**config.mk**
```make
export PLATFORM = sky130hd
export DESIGN_NAME = depth_map_to_intensity
export DESIGN_NICKNAME = d
export VERILOG_FILES = /design/src/rtl/dmti_pkg.sv /design/src/rtl/dmti_div.sv /design/src/rtl/depth_map_to_intensity.sv
export VERILOG_INCLUDE_DIRS = /design/src /design/src/rtl
export SDC_FILE = /design/constraint.sdc
export NUM_CORES = 1
export LEC_CHECK = 0
export BUFFER_PORTS_ARGS = -buffer_cell sky130_fd_sc_hd__buf_2
export CORE_ASPECT_RATIO = 1.5
export CORE_MARGIN = 3
export CORE_UTILIZATION = 40
export DETAILED_ROUTE_END_ITERATION = 8
export PLACE_DENSITY = 0.57
export SYNTH_ARGS = -nofsm -noshare
export SYNTH_HDL_FRONTEND = slang
export SYNTH_SLANG_ARGS = --single-unit
export TNS_END_PERCENT = 5
```
**constraint.sdc**
```tcl
create_clock -name aclk -period 10.1 [get_ports aclk]
set_input_delay 2.02 -clock aclk [delete_from_list [all_inputs] [get_ports aclk]]
set_output_delay 2.02 -clock aclk [all_outputs]
set_load 0.005 [all_outputs]
```
**src/rtl/depth_map_to_intensity_assert.svh**
```systemverilog
// Assertion macros for the depth_map_to_intensity RTL.
// Depends on nothing; included by depth_map_to_intensity, which checks its own logic.
`ifndef DEPTH_MAP_TO_INTENSITY_ASSERT_SVH
`define DEPTH_MAP_TO_INTENSITY_ASSERT_SVH

// Same-cycle implication, disabled while reset is asserted (active low).
`define DMTI_ASSERT_NOW(name, clk, rstn, ante, cons, msg) \
    name: assert property (@(posedge clk) disable iff (!(rstn)) (ante) |-> (cons)) \
        else $error(msg);

// Next-cycle implication, disabled while reset is asserted (active low).
`define DMTI_ASSERT_NEXT(name, clk, rstn, ante, cons, msg) \
    name: assert property (@(posedge clk) disable iff (!(rstn)) (ante) |=> (cons)) \
        else $error(msg);

`endif

```
**src/rtl/dmti_pkg.sv**
```systemverilog
// Shared types and constants for the depth-to-intensity block.
// No dependencies; imported by dmti_div, depth_map_to_intensity and the bench.
`default_nettype none

package dmti_pkg;

    // Result grey level
    localparam int INTENS_W = 8;
    localparam logic [INTENS_W-1:0] INTENS_MAX  = '1;
    localparam logic [INTENS_W-1:0] INTENS_ZERO = '0;

    // Quotient bit counter
    localparam int CNT_W = $clog2(INTENS_W);
    localparam logic [CNT_W-1:0] CNT_LAST = CNT_W'(INTENS_W - 1);

    // Pass selector codes
    localparam logic FUNC_MEASURE = 1'b0;
    localparam logic FUNC_MAP     = 1'b1;

    // Input sideband layout
    localparam int TUSER_W  = 3;
    localparam int TU_FUNC  = 0;
    localparam int TU_EMPTY = 1;
    localparam int TU_START = 2;

    // Divider status toward the controller
    typedef struct packed {
        logic                done;
        logic [INTENS_W-1:0] quot;
    } dmti_div_res_t;

endpackage

`default_nettype wire

```
**src/rtl/dmti_div.sv**
```systemverilog
// Bit-serial restoring divider: quot = floor(255 * numer / denom), numer < denom.
// Depends on dmti_pkg. One quotient bit per cycle after the D_PREP setup state.
`default_nettype none

module dmti_div
    import dmti_pkg::*;
#(
    parameter int DEPTH_BITS = 32
) (
    input  wire logic                  aclk,
    input  wire logic                  aresetn,
    input  wire logic                  start,
    input  wire logic [DEPTH_BITS-1:0] numer,
    input  wire logic [DEPTH_BITS-1:0] denom,
    output dmti_div_res_t              res
);

    typedef enum logic [1:0] {D_IDLE, D_PREP, D_RUN} dstate_t;

    dstate_t                 state_reg, state_next;
    logic [CNT_W-1:0]        cnt_reg, cnt_next;
    logic                    done_reg, done_next;
    logic [DEPTH_BITS-1:0]   rem_reg, rem_next;
    logic [DEPTH_BITS-1:0]   den_reg, den_next;
    logic [INTENS_W-1:0]     low_reg, low_next;
    logic [INTENS_W-1:0]     quot_reg, quot_next;

    logic [DEPTH_BITS+INTENS_W-1:0] prod;
    logic [DEPTH_BITS:0]            trial;
    logic [DEPTH_BITS:0]            diff;

    // 255*n = 256*n - n; the upper part stays below denom
    assign prod  = {rem_reg, INTENS_ZERO} - {INTENS_ZERO, rem_reg};
    // Bring down the next dividend bit and try the subtraction
    assign trial = {rem_reg, low_reg[INTENS_W-1]};
    assign diff  = trial - {1'b0, den_reg};

    always_comb begin
        state_next = state_reg;
        cnt_next   = cnt_reg;
        done_next  = 1'b0;
        rem_next   = rem_reg;
        den_next   = den_reg;
        low_next   = low_reg;
        quot_next  = quot_reg;
        unique case (state_reg)
            D_IDLE: begin
                if (start) begin
                    rem_next   = numer;
                    den_next   = denom;
                    state_next = D_PREP;
                end
            end
            D_PREP: begin
                rem_next   = prod[DEPTH_BITS+INTENS_W-1:INTENS_W];
                low_next   = prod[INTENS_W-1:0];
                cnt_next   = '0;
                state_next = D_RUN;
            end
            D_RUN: begin
                if (!diff[DEPTH_BITS]) begin
                    rem_next  = diff[DEPTH_BITS-1:0];
                    quot_next = {quot_reg[INTENS_W-2:0], 1'b1};
                end else begin
                    rem_next  = trial[DEPTH_BITS-1:0];
                    quot_next = {quot_reg[INTENS_W-2:0], 1'b0};
                end
                low_next = {low_reg[INTENS_W-2:0], 1'b0};
                cnt_next = cnt_reg + 1'b1;
                if (cnt_reg == CNT_LAST) begin
                    done_next  = 1'b1;
                    state_next = D_IDLE;
                end
            end
            default: state_next = D_IDLE;
        endcase
    end

    // Hold state, counter and datapath shift registers
    always_ff @(posedge aclk) begin
        if (!aresetn) begin
            state_reg <= D_IDLE;
            cnt_reg   <= '0;
            done_reg  <= 1'b0;
        end else begin
            state_reg <= state_next;
            cnt_reg   <= cnt_next;
            done_reg  <= done_next;
        end
        rem_reg  <= rem_next;
        den_reg  <= den_next;
        low_reg  <= low_next;
        quot_reg <= quot_next;
    end

    assign res.done = done_reg;
    assign res.quot = quot_reg;

endmodule

`default_nettype wire

```
**src/rtl/depth_map_to_intensity.sv**
```systemverilog
// Depth buffer to 8-bit grey level: min/max measure pass and scaling map pass.
// Depends on dmti_pkg, dmti_div and depth_map_to_intensity_assert.svh.
//
// Usage:
//   Input items arrive on s_tvalid/s_tready with depth in s_tdata and
//   {frame_start, empty_req, func} in s_tuser. A measure item (func 0)
//   updates the running min and max in the cycle it is accepted and gives
//   no result; the block is ready again on the next cycle. A map item
//   (func 1) gives one intensity on m_tvalid/m_tready.
//   Map item path: a range-check state (ST_SETUP), then, when the scaled
//   division runs, the divider forms 255*n (D_PREP) and finds the eight
//   quotient bits (D_RUN), the controller takes the quotient (ST_DIV) and
//   the handoff state (ST_WRITE) loads the output register; an empty or
//   out-of-range pixel or a flat range goes from ST_SETUP to the handoff.
//   One item is in flight at a time and the block is ready again the
//   cycle after the handoff.
//   The finished intensity waits in an output register; when the receiver
//   stalls, the next item is still taken and computed, and it waits in
//   the handoff state until the output register frees.
//   Reset (aresetn low, synchronous) empties the output, clears the seen
//   flag and sets min to the largest and max to the most negative depth.
`default_nettype none
`include "depth_map_to_intensity_assert.svh"

module depth_map_to_intensity
    import dmti_pkg::*;
#(
    parameter int DEPTH_BITS = 32
) (
    input  wire logic                          aclk,
    input  wire logic                          aresetn,
    input  wire logic                          s_tvalid,
    output      logic                          s_tready,
    // s_tdata: depth (bits DEPTH_BITS-1:0), zero padding above
    input  wire logic [((DEPTH_BITS+7)/8)*8-1:0] s_tdata,
    // s_tuser: func (bit 0), empty_req (bit 1), frame_start (bit 2)
    input  wire logic [TUSER_W-1:0]            s_tuser,
    output      logic                          m_tvalid,
    input  wire logic                          m_tready,
    // m_tdata: intensity (bits 7:0)
    output      logic [INTENS_W-1:0]           m_tdata
);

    typedef enum logic [1:0] {ST_IDLE, ST_SETUP, ST_DIV, ST_WRITE} state_t;

    state_t                state_reg, state_next;
    logic [DEPTH_BITS-1:0] bd_reg, bd_next;
    logic                  empty_reg, empty_next;
    logic [DEPTH_BITS-1:0] lo_b_reg, lo_b_next;
    logic [DEPTH_BITS-1:0] hi_b_reg, hi_b_next;
    logic                  seen_reg, seen_next;
    logic [INTENS_W-1:0]   res_reg, res_next;
    logic                  m_valid_reg, m_valid_next;
    logic [INTENS_W-1:0]   m_data_reg, m_data_next;

    logic                  in_acc;
    logic                  meas_acc, map_acc;
    logic                  write_stall;
    logic [DEPTH_BITS-1:0] in_bd;
    logic [DEPTH_BITS-1:0] lo_base, hi_base;
    logic                  seen_base;
    logic                  map_ok, map_over;
    logic [DEPTH_BITS-1:0] num, den;
    logic                  div_start;
    dmti_div_res_t         div_res;

    assign s_tready = (state_reg == ST_IDLE);
    assign in_acc   = s_tvalid && s_tready;
    assign meas_acc = in_acc && (s_tuser[TU_FUNC] == FUNC_MEASURE);
    assign map_acc  = in_acc && (s_tuser[TU_FUNC] == FUNC_MAP);
    assign write_stall = (state_reg == ST_WRITE) && m_valid_reg && !m_tready;

    // Offset-binary depth: signed order becomes unsigned order
    assign in_bd = {~s_tdata[DEPTH_BITS-1], s_tdata[DEPTH_BITS-2:0]};

    // Frame start on a measure item clears the running range before this item is used
    assign lo_base   = s_tuser[TU_START] ? '1   : lo_b_reg;
    assign hi_base   = s_tuser[TU_START] ? '0   : hi_b_reg;
    assign seen_base = s_tuser[TU_START] ? 1'b0 : seen_reg;

    // Map setup: offsets from the minimum and range checks
    assign num      = bd_reg - lo_b_reg;
    assign den      = hi_b_reg - lo_b_reg;
    assign map_ok   = !empty_reg && seen_reg && (hi_b_reg > lo_b_reg) && (bd_reg >= lo_b_reg);
    assign map_over = (bd_reg >= hi_b_reg);
    assign div_start = (state_reg == ST_SETUP) && map_ok && !map_over;

    dmti_div #(
        .DEPTH_BITS(DEPTH_BITS)
    ) u_div (
        .aclk    (aclk),
        .aresetn (aresetn),
        .start   (div_start),
        .numer   (num),
        .denom   (den),
        .res     (div_res)
    );

    always_comb begin
        state_next   = state_reg;
        bd_next      = bd_reg;
        empty_next   = empty_reg;
        lo_b_next    = lo_b_reg;
        hi_b_next    = hi_b_reg;
        seen_next    = seen_reg;
        res_next     = res_reg;
        m_valid_next = m_valid_reg;
        m_data_next  = m_data_reg;

        // Drop the output item once taken
        if (m_valid_reg && m_tready) begin
            m_valid_next = 1'b0;
        end

        unique case (state_reg)
            ST_IDLE: begin
                if (in_acc) begin
                    if (s_tuser[TU_FUNC] == FUNC_MEASURE) begin
                        // Update the range in the accept cycle
                        lo_b_next = lo_base;
                        hi_b_next = hi_base;
                        seen_next = seen_base;
                        if (!s_tuser[TU_EMPTY]) begin
                            if (in_bd < lo_base) begin
                                lo_b_next = in_bd;
                            end
                            if (in_bd > hi_base) begin
                                hi_b_next = in_bd;
                            end
                            seen_next = 1'b1;
                        end
                    end else begin
                        bd_next    = in_bd;
                        empty_next = s_tuser[TU_EMPTY];
                        state_next = ST_SETUP;
                    end
                end
            end
            ST_SETUP: begin
                if (!map_ok) begin
                    res_next   = INTENS_ZERO;
                    state_next = ST_WRITE;
                end else if (map_over) begin
                    res_next   = INTENS_MAX;
                    state_next = ST_WRITE;
                end else begin
                    state_next = ST_DIV;
                end
            end
            ST_DIV: begin
                if (div_res.done) begin
                    res_next   = div_res.quot;
                    state_next = ST_WRITE;
                end
            end
            ST_WRITE: begin
                // Load the output register once it is free
                if (!m_valid_reg || m_tready) begin
                    m_valid_next = 1'b1;
                    m_data_next  = res_reg;
                    state_next   = ST_IDLE;
                end
            end
            default: state_next = ST_IDLE;
        endcase
    end

    // Hold state, range and output registers
    always_ff @(posedge aclk) begin
        if (!aresetn) begin
            state_reg   <= ST_IDLE;
            lo_b_reg    <= '1;
            hi_b_reg    <= '0;
            seen_reg    <= 1'b0;
            m_valid_reg <= 1'b0;
        end else begin
            state_reg   <= state_next;
            lo_b_reg    <= lo_b_next;
            hi_b_reg    <= hi_b_next;
            seen_reg    <= seen_next;
            m_valid_reg <= m_valid_next;
        end
        bd_reg     <= bd_next;
        empty_reg  <= empty_next;
        res_reg    <= res_next;
        m_data_reg <= m_data_next;
    end

    assign m_tvalid = m_valid_reg;
    assign m_tdata  = m_data_reg;

    // Measure items finish in their accept cycle
    `DMTI_ASSERT_NEXT(a_measure_idle, aclk, aresetn, meas_acc, s_tready, "measure left busy")
    // Map items occupy the block
    `DMTI_ASSERT_NEXT(a_map_busy, aclk, aresetn, map_acc, !s_tready, "map did not start")
    // Once a finite depth is seen, min never exceeds max
    `DMTI_ASSERT_NOW(a_range_order, aclk, aresetn, seen_reg, lo_b_reg <= hi_b_reg, "range inverted")
    // Divider only reports while the controller waits for it
    `DMTI_ASSERT_NOW(a_div_done_state, aclk, aresetn, div_res.done, state_reg == ST_DIV, "stray done")
    // A pending result is never overwritten
    `DMTI_ASSERT_NEXT(a_hold_result, aclk, aresetn, write_stall, state_reg == ST_WRITE, "handoff overran")

endmodule

`default_nettype wire

```
==> results of run 1 <==
-- synthesized netlist by cell type, types with 6 or more instances --
master / number
ha_1: 226
o221ai_1: 18
edfxtp_1: 129
buf_2: 10
or3_1: 8
a211oi_1: 21
and3_1: 16
nand2_1: 126
nor2_1: 122
a22o_1: 33
a31oi_1: 18
inv_1: 155
o21a_1: 20
a21o_1: 86
o22a_1: 35
mux2i_1: 13
a211o_1: 8
dfxtp_1: 74
a31o_2: 6
nand2b_1: 60
nand3_1: 41
o211ai_1: 15
o21ai_1: 6
and2_1: 10
clkbuf_1: 43
nor3_1: 25
o21ai_0: 94
xnor2_1: 73
nor2b_1: 25
nand4_1: 29
a21boi_0: 8
o21bai_1: 13
a2111oi_0: 7
xor2_1: 43
a21oi_1: 151
-- layer usage --
| layer | vias to the layer above | track usage (%) | part of all wire [%] |
|---|---|---|---|
| met4 | 0 | 8.86 | 4.8 |
| li1 | 6916 | - | - |
| met2 | 275 | 35.8 | 50 |
| met3 | 100 | 1.72 | 3.3 |
| met1 | 6413 | 23.9 | 42 |
| met5 | - | 0 | 0 |
-- cell type report --
class | count | area, sq um | share of cell area, %
multi-input cells | 1442 | 10600 | 57.7
flip-flops and latches | 203 | 5360 | 29.3
well taps | 558 | 698 | 3.82
clock buffers | 25 | 583 | 3.19
inverters | 155 | 582 | 3.18
repair buffers | 59 | 323 | 1.77
clock inverters | 17 | 183 | 0.999
diodes | 1 | 2.50 | 0.0137
-- power by group --
group / leakage (uW) / internal (uW) / total (uW) / switching (uW)
Sequential: 0.00178 / 967 / 1000 / 36.6
Combinational: 0.00584 / 188 / 458 / 270
Clock: 0.000367 / 481 / 855 / 375
-- how the worst max path moves through the flow --
stage | slack (ns) | start | end
global route | 4.95 | s_tuser[2] | hi_b_reg[10]$_SDFFE_PN0P_
finish | 5.13 | s_tuser[2] | hi_b_reg[15]$_SDFFE_PN0P_
CTS | 5.12 | s_tuser[2] | lo_b_reg[10]$_SDFFE_PN1P_
floorplan | 5.40 | s_tuser[2] | hi_b_reg[0]$_SDFFE_PN0P_
global placement | 4.55 | s_tuser[2] | lo_b_reg[0]$_SDFFE_PN1P_
detailed placement | 4.54 | s_tuser[2] | lo_b_reg[10]$_SDFFE_PN1P_
-- logic make-up (layout without fill, tap and decap cells) --
family,after synthesis,count (layout),synth area share [%]
other,0,1,0
muxes,17,17,1.05
xor gates and xnor gates,117,117,6.24
and+or+nand+nor,485,485,14.2
buffers and inverters,212,256,4.92
AOI/OAI and AO/OA,594,594,24.3
adders and majority gates,229,229,17.3
DFF,203,203,32.0
-- worst max-delay path, delay by kind of cell --
kind,cells,cell delay [ns]
buf+inv,2,0.55
simple gates,4,1.12
fa+ha+maj,1,0.24
compound gates,7,1.45
-- stage by stage --
| stage | util (%) | hold slack (ns) |
|---|---|---|
| finish | 44.4 | 0.418 |
| global route | 44.4 | 0.427 |
| CTS | 44.4 | 0.420 |
| detailed placement | 42.5 | 0.405 |
| global placement | 42.5 | 0.404 |
| floorplan | - | 0.400 |
==> results.py, run 1 <==
metrics = {
    "power": {
        "power.leakage_uw": 0.00799,
        "power_density_nw_per_um2": 127,
        "ir_drop_mv": 0.102,
        "p_total_uw": 2320,
    },
    "logic_synthesis": {
        "synth.ff_latch_count": 203,
        "netlist_instances": 1857,
        "synth_area_per_cell_sq_um": 9.00,
        "syn-num-nets": 2125,
        "async_reset_ff_share_pct": 0,
        "yosys_most_used_dff": "edfxtp_1",
        "synth_top_area_share_pct": 23.2,
        "ys_warn_count": 0,
        "yosys.area.top_type": "edfxtp_1",
        "ys_types": 82,
        "seq_area_frac_synth_pct": 32.0,
        "synth_area_sq_um": 16700,
        "synthTopCellsByArea": "edfxtp_1 23%, ha_1 17%, dfxtp_1 8.9%",
        "synth_edf_count": 129,
    },
    "global_routing": {
        "grt_max_degree": 66,
        "antenna_found_initial": 0,
        "grt_pass1_wl_um": 72000,
        "grt-ovfl-total": 0,
        "grtUsageTotal_pct": 19.8,
        "grt_pass1_vias": 13800,
    },
    "cells_and_area": {
        "drive_above_1_share_pct": 6.94,
        "fill_cells": 4180,
        "final_area_sq_um": 18300,
        "syn_to_final_growth_pct": 9.34,
        "layout_common_cells": "225 x ha_1, 155 x inv_1, 150 x a21oi_1",
        "mostFrequentLayoutCell": "ha_1",
        "fin_nets": 2152,
        "final_cells": 2460,
    },
    "die": {
        "die_area_sq_um": 44300,
        "initial_core_util_pct": 40.6,
        "num_rows": 91,
        "die_h_um": 256,
        "fp.dieW_um": 173,
        "core_sq_um": 41200,
        "boundaryPins": 49,
    },
    "sta": {
        "fin_skew_ns": 0.0256,
        "worst_slack_ns": 5.13,
        "worstMarginPinSlew_ns": 1.24,
        "grt_setup_unrepaired": "false",
        "period_needed_ns": 4.97,
        "fin_crit_sh_pct": 49.2,
        "fmax_mhz": 201,
        "setup_viol": 0,
        "hold_viol": 0,
        "timing.slew.headroom_pct": 17.4,
        "drv_slew": 0,
        "fin_tns_setup_ns": 0,
    },
    "worst_setup_path": {
        "rrSetupSlack_ns": 5.68,
        "path_cells": "buf_2 > buf_4 > nand2b_1 > ha_1 > nor2b_1 > o21a_1 > o21a_1 > o21a_1 > o21a_1 > o21a_1 > o21ai_1 > nand4b_1 > and3_1 > a22o_1",
        "reg2reg_to": "u_div.rem_reg[3]$_DFFE_PP_",
        "cp_slowest_cell": "and3_1",
        "crit_path_end_kind": "flop",
        "cp_common_cell": "o21a_1",
        "cp-start-kind": "primary input",
        "critPathMaxFanout": 65,
        "critPathArrivalTime_ns": 5.38,
        "worst_path_largest_cell_delay_ns": 0.63,
        "ff2ff_path_depth": 10,
        "worstReg2RegStart": "bd_reg[4]$_DFFE_PP_",
        "worstPathRequired_ns": 10.51,
        "criticalPathCategory": "primary input to flop",
    },
    "drt": {
        "wirelength_um": 45100,
        "viasPerCell": 5.57,
        "vias": 13700,
        "drc": 0,
        "drtIter0Drc": 622,
        "dr.pass1.iters": 5,
        "ant_nets": 0,
        "wl_per_cell_um": 18.4,
    },
    "worst_hold_path": {
        "hold_end": "m_tdata[0]$_DFFE_PP_",
        "hp-start": "res_reg[0]$_DFFE_PP_",
        "hold_depth": 0,
        "hp-class": "flop to flop",
    },
    "placement": {
        "dpl_cell_area_sq_um": 17500,
        "post-place-cells": 2417,
        "hpwl_um": 36300,
        "dp_slack_ns": 4.54,
        "gp_congestion": 0.906,
        "io_buffers": 48,
    },
    "clock_tree": {
        "cts_buffers": 23,
        "clock-sinks": 203,
        "cts_max_level": 1,
        "root_buffer": "clkbuf_16",
        "postCtsHoldBufs": 0,
        "cts_buffer_depth": 3,
        "cts_tree": "done",
        "cts_setup_buffers": 0,
        "ctsResizeCount": 0,
        "clock_latency_ns": 0.54,
        "path_clk_slew_ns": 0.06,
    },
    "flow_run": {
        "maxCapViolations": 0,
    },
    "run_status": {
        "status": "finished, final reports clean",
    },
}
(Power assumes the default switching activity.)
==> run 2: changes to the inputs <==
- clock period: 10.1 -> 4.9 ns (I/O delays scaled with it)
==> results.py, run 2 (same netlist as run 1, synthesis figures left out) <==
metrics = {
    "run_status": {
        "status": "finished, final reports clean",
    },
    "worst_setup_path": {
        "worstReg2RegStart": "lo_b_reg[0]$_SDFFE_PN1P_",
        "cp.depth": 12,
        "ff2ff_path_depth": 12,
        "worst_path_largest_cell_delay_ns": 0.76,
        "crit_buf_inv": 1,
        "path_cells": "ha_1 > fa_1 > nand2b_1 > a21oi_1 > o32ai_2 > o221ai_2 > a2111oi_0 > o21bai_1 > and3_1 > a21oi_1 > nor2_2 > buf_12",
        "critPathArrivalTime_ns": 4.16,
        "critPathMaxFanout": 32,
        "cp-start-kind": "flop",
        "worstPathRequired_ns": 5.16,
        "crit_path_end_kind": "flop",
        "crit_family": "compound AO/OA/AOI/OAI gates",
        "rrSetupSlack_ns": 1.0,
        "cp-startpoint": "lo_b_reg[0]$_SDFFE_PN1P_",
        "reg2reg_to": "u_div.rem_reg[8]$_DFFE_PP_",
        "cp_common_cell": "a21oi_1",
        "cp_slowest_cell": "a2111oi_0",
        "criticalPathCategory": "flop to flop",
        "endpoint": "u_div.rem_reg[8]$_DFFE_PP_",
    },
    "global_routing": {
        "grt-ovfl-total": 0,
        "grt_pass1_vias": 14000,
        "grt_pass1_wl_um": 72400,
        "antenna_found_initial": 0,
        "grt_max_degree": 61,
        "grtUsageTotal_pct": 19.9,
    },
    "die": {
        "die_area_sq_um": 44300,
        "fp.dieW_um": 173,
        "core_sq_um": 41200,
        "initial_core_util_pct": 40.6,
        "die_h_um": 256,
        "boundaryPins": 49,
        "num_rows": 91,
    },
    "clock_tree": {
        "ctsResizeCount": 0,
        "cts_tree": "done",
        "clock-sinks": 203,
        "cts_buffer_depth": 3,
        "postCtsHoldBufs": 0,
        "cts_setup_buffers": 0,
        "clock_latency_ns": 0.54,
        "path_clk_slew_ns": 0.06,
        "root_buffer": "clkbuf_16",
        "cts_buffers": 23,
        "cts_max_level": 1,
    },
    "cells_and_area": {
        "mostFrequentLayoutCell": "ha_1",
        "fill_cells": 4146,
        "layout_common_cells": "225 x ha_1, 155 x inv_1, 150 x a21oi_1",
        "n_antenna_cell": 0,
        "drive_above_1_share_pct": 7.14,
        "fin_nets": 2157,
        "syn_to_final_growth_pct": 10.1,
        "final_util_pct": 44.7,
    },
    "drt": {
        "vias": 13700,
        "drc": 0,
        "wl_per_cell_um": 18.4,
        "wirelength_um": 45300,
        "ant_nets": 0,
        "drtIter0Drc": 870,
        "viasPerCell": 5.55,
        "dr.pass1.iters": 5,
    },
    "sta": {
        "fin_skew_ns": 0.0348,
        "hold_viol": 0,
        "fin_crit_sh_pct": 79.7,
        "worstMarginPinSlew_ns": 1.29,
        "drv_slew": 0,
        "timing.slew.headroom_pct": 14.0,
        "period_needed_ns": 3.90,
        "fmax_mhz": 256,
        "fin_tns_setup_ns": 0,
        "setup_viol": 0,
        "grt_setup_unrepaired": "false",
    },
    "placement": {
        "gp_congestion": 0.943,
        "hpwl_um": 36400,
        "io_buffers": 48,
    },
    "power": {
        "ir_drop_mv": 0.259,
        "power_density_nw_per_um2": 268,
        "power.leakage_uw": 0.00805,
    },
    "flow_run": {
        "maxCapViolations": 0,
    },
    "worst_hold_path": {
        "hp-class": "flop to flop",
    },
}
-- run 2: worst register-to-register path, delay by kind of cell (launching register included) --
kind,cells,cell delay (ns)
and+or+nand+nor,3,0.47
adders and majority gates,2,0.46
DFF,1,0.43
buffers and inverters,1,0.19
AOI/OAI and AO/OA,6,2.08
-- run 2: routing by layer --
layer	global-route usage [%]	vias up	wire length (um)
met4	7.53	0	1690
li1	-	6911	-
met5	0	-	0
met3	1.63	68	1210
met2	36.7	247	22900
met1	24.1	6446	19500
-- run 2: power breakdown --
part,switching (uW),leakage (uW),internal [uW],total (uW)
registers,75.8,0.00178,1990,2070
clock network,742,0.000400,1160,1900
logic,569,0.00587,391,960
total,1390,0.00805,3550,4930
-- run 2: per-stage QoR --
step	cells	area, sq um	total power (uW)	hold WS (ns)	worst slack (ns)
4_1_cts	2464	18400	4980	0.423	0.988
5_1_grt	2464	18400	5180	0.433	0.728
2_1_floorplan	1857	16700	2760	0.400	0.764
6_report	2464	18400	4930	0.422	0.996
3_3_place_gp	2422	17600	3030	0.404	0.539
3_5_place_dp	2422	17600	3060	0.407	0.509
-- run 2: how the worst min path moves through the flow --
| stage | start | to | slack, ns | depth (start not counted) |
|---|---|---|---|---|
| after global routing | res_reg[3]$_DFFE_PP_ | m_tdata[3]$_DFFE_PP_ | 0.43 | 0 |
| after floorplan | res_reg[0]$_DFFE_PP_ | m_tdata[0]$_DFFE_PP_ | 0.40 | 0 |
| after detailed placement | res_reg[5]$_DFFE_PP_ | m_tdata[5]$_DFFE_PP_ | 0.41 | 0 |
| after CTS | res_reg[5]$_DFFE_PP_ | m_tdata[5]$_DFFE_PP_ | 0.42 | 0 |
| final | res_reg[0]$_DFFE_PP_ | m_tdata[0]$_DFFE_PP_ | 0.42 | 0 |
| after global placement | res_reg[5]$_DFFE_PP_ | m_tdata[5]$_DFFE_PP_ | 0.40 | 0 |
-- run 2: cell type report --
cell class                      count  area (sq um)  share of cell area (%)
Timing Repair Buffer               64           385                    2.09
Clock inverter                     17           223                    1.21
Clock buffer                       25           604                    3.28
Tap cell                          558           698                    3.79
Sequential cell                   203          5360                    29.1
Inverter                          155           582                    3.16
Multi-Input combinational cell   1442         10600                    57.4
==> run 3: changes to the inputs <==
- PLACE_DENSITY: 0.57 -> 0.59
- clock period: 4.9 -> 3.4 ns (I/O delays scaled with it)
==> results.py, run 3 (same netlist as run 1, synthesis figures left out) <==
metrics = {
    "die": {
        "die_area_sq_um": 44300,
        "boundaryPins": 49,
        "initial_core_util_pct": 40.6,
        "num_rows": 91,
        "die_h_um": 256,
        "fp.dieW_um": 173,
        "core_sq_um": 41200,
    },
    "worst_setup_path": {
        "critPathArrivalTime_ns": 3.56,
        "worst_path_largest_cell_delay_ns": 0.40,
        "crit_path_end_kind": "flop",
        "criticalPathCategory": "flop to flop",
        "critPathMaxFanout": 3,
        "cp-start-kind": "flop",
        "path_cells": "inv_1 > ha_1 > fa_1 > nand2b_1 > a21oi_4 > o32ai_4 > buf_4 > o211ai_1 > buf_4 > a22oi_1 > a311o_1 > o21ai_1 > xnor2_1 > o221ai_1",
        "worstPathRequired_ns": 3.67,
        "cp_slowest_cell": "fa_1",
        "ff2ff_path_depth": 14,
        "rrSetupSlack_ns": 0.11,
        "reg2reg_to": "u_div.rem_reg[30]$_DFFE_PP_",
        "worstReg2RegStart": "bd_reg[0]$_DFFE_PP_",
        "cp_common_cell": "buf_4",
    },
    "drt": {
        "viasPerCell": 5.51,
        "drtIter0Drc": 774,
        "dr_wl_met3_um": 1330,
        "wirelength_um": 48300,
        "ant_nets": 0,
        "drc": 0,
        "dr.pass1.iters": 5,
        "wirelength_met1_um": 20400,
        "vias": 14300,
        "routed.top_layer": "met4",
        "wl_per_cell_um": 18.5,
        "wl_met2_um": 24400,
    },
    "sta": {
        "fin_skew_ns": 0.0200,
        "fmax_mhz": 304,
        "timing.slew.headroom_pct": 49.2,
        "fin_crit_sh_pct": 96.6,
        "setup_viol": 0,
        "grt_setup_unrepaired": "true",
        "holdWs_ns": 0.334,
        "hold_viol": 0,
        "worstMarginPinSlew_ns": 0.760,
        "drv_slew": 0,
        "period_needed_ns": 3.29,
    },
    "global_routing": {
        "grt-ovfl-total": 0,
        "grtUsageTotal_pct": 21.0,
        "grt_pass1_vias": 14600,
        "antenna_found_initial": 0,
        "grt_pass1_wl_um": 76200,
        "grt_max_degree": 40,
    },
    "clock_tree": {
        "cts_tree": "done",
        "cts_buffers": 23,
        "path_clk_slew_ns": 0.06,
        "root_buffer": "clkbuf_16",
        "clock_latency_ns": 0.54,
        "cts_max_level": 1,
        "clock-sinks": 203,
        "cts_buffer_depth": 3,
    },
    "power": {
        "power_density_nw_per_um2": 353,
        "power.leakage_uw": 0.00876,
        "ir_drop_mv": 0.325,
    },
    "placement": {
        "gp_congestion": 0.902,
        "hpwl_um": 38800,
        "io_buffers": 48,
    },
    "cells_and_area": {
        "mostFrequentLayoutCell": "ha_1",
        "multiInputGateArea_sq_um": 10700,
        "n_antenna_cell": 0,
        "layout_common_cells": "224 x ha_1, 155 x inv_1, 148 x buf_4",
        "drive_above_1_share_pct": 14.7,
        "fin_nets": 2300,
        "fill_cells": 4033,
        "seqCellArea_sq_um": 5360,
        "final_util_pct": 47.6,
        "syn_to_final_growth_pct": 17.4,
    },
    "worst_hold_path": {
        "hold_end": "empty_reg$_DFFE_PP_",
        "hp-class": "primary input to flop",
        "hold_depth": 1,
        "hp-start": "s_tuser[1]",
    },
    "flow_run": {
        "maxCapViolations": 0,
    },
    "run_status": {
        "status": "finished, final reports clean",
    },
}
[run 3: changes by cell type in the layout (fill, tap and decap cells not counted), sizes merged]
cell,delta
clkinvlp,-2
bufinv,-5
inv,+2
buf,+141
clkbuf,+6
[run 3: worst max path at each step]
stage,start,to,cells after the start
after floorplan,hi_b_reg[0]$_SDFFE_PN0P_,u_div.den_reg[0]$_DFFE_PP_,12
after global placement,u_div.low_reg[7]$_DFFE_PN_,u_div.rem_reg[23]$_DFFE_PP_,16
after detailed placement,u_div.low_reg[7]$_DFFE_PN_,u_div.rem_reg[23]$_DFFE_PP_,16
after CTS,bd_reg[17]$_DFFE_PP_,u_div.den_reg[1]$_DFFE_PP_,13
after global routing,bd_reg[0]$_DFFE_PP_,u_div.rem_reg[30]$_DFFE_PP_,14
final,bd_reg[0]$_DFFE_PP_,u_div.rem_reg[30]$_DFFE_PP_,14
[run 3: per-stage QoR]
stage	setup slack, ns	cell area (sq um)	TNS [ns]	cells	total power, uW
floorplan	-0.198	16700	-6.33	1857	3980
global placement	-0.0637	18700	-1.25	2561	4500
global route	-0.0635	19600	-0.154	2606	7310
CTS	0.0132	19400	0	2602	6980
detailed placement	-0.0797	18700	-3.89	2561	4550
finish	0.115	19600	0	2606	6930
[run 3: critical path: cells and delay by family, from the launching register on]
family	cells	cell delay, ns
AO/OA/AOI/OAI	7	1.33
adder cells (fa/ha/maj)	2	0.61
buffers and inverters	3	0.38
flip-flops	1	0.32
AND/OR/NAND/NOR	1	0.21
XOR/XNOR	1	0.18
[run 3: cell type report]
type / instances / share of cell area [%]
multi-input cells: 1442 / 54.6
well taps: 558 / 3.56
clock inverters: 12 / 0.459
flip-flops and latches: 203 / 27.3
clock buffers: 29 / 3.15
inverters: 155 / 2.96
repair buffers: 207 / 8.01
[run 3: power breakdown]
part | switching, uW | internal, uW | total (uW)
Combinational | 870 | 686 | 1560
Clock | 1090 | 1310 | 2400
Sequential | 107 | 2870 | 2980
Total | 2070 | 4870 | 6930
[run 3: metal layers]
metal | vias up | track usage, %
li1 | 7192 | -
met1 | 6785 | 25.1
met2 | 269 | 38.4
met3 | 102 | 1.81
met4 | 0 | 8.90
met5 | - | 0
[run 3: repair_timing]
item	in CTS	in global routing
endpoints found under the setup margin	72	111
gates resized for setup	5	35
buffers inserted	0	2
hold buffers	0	0
cloned	0	2
pin swaps	0	6
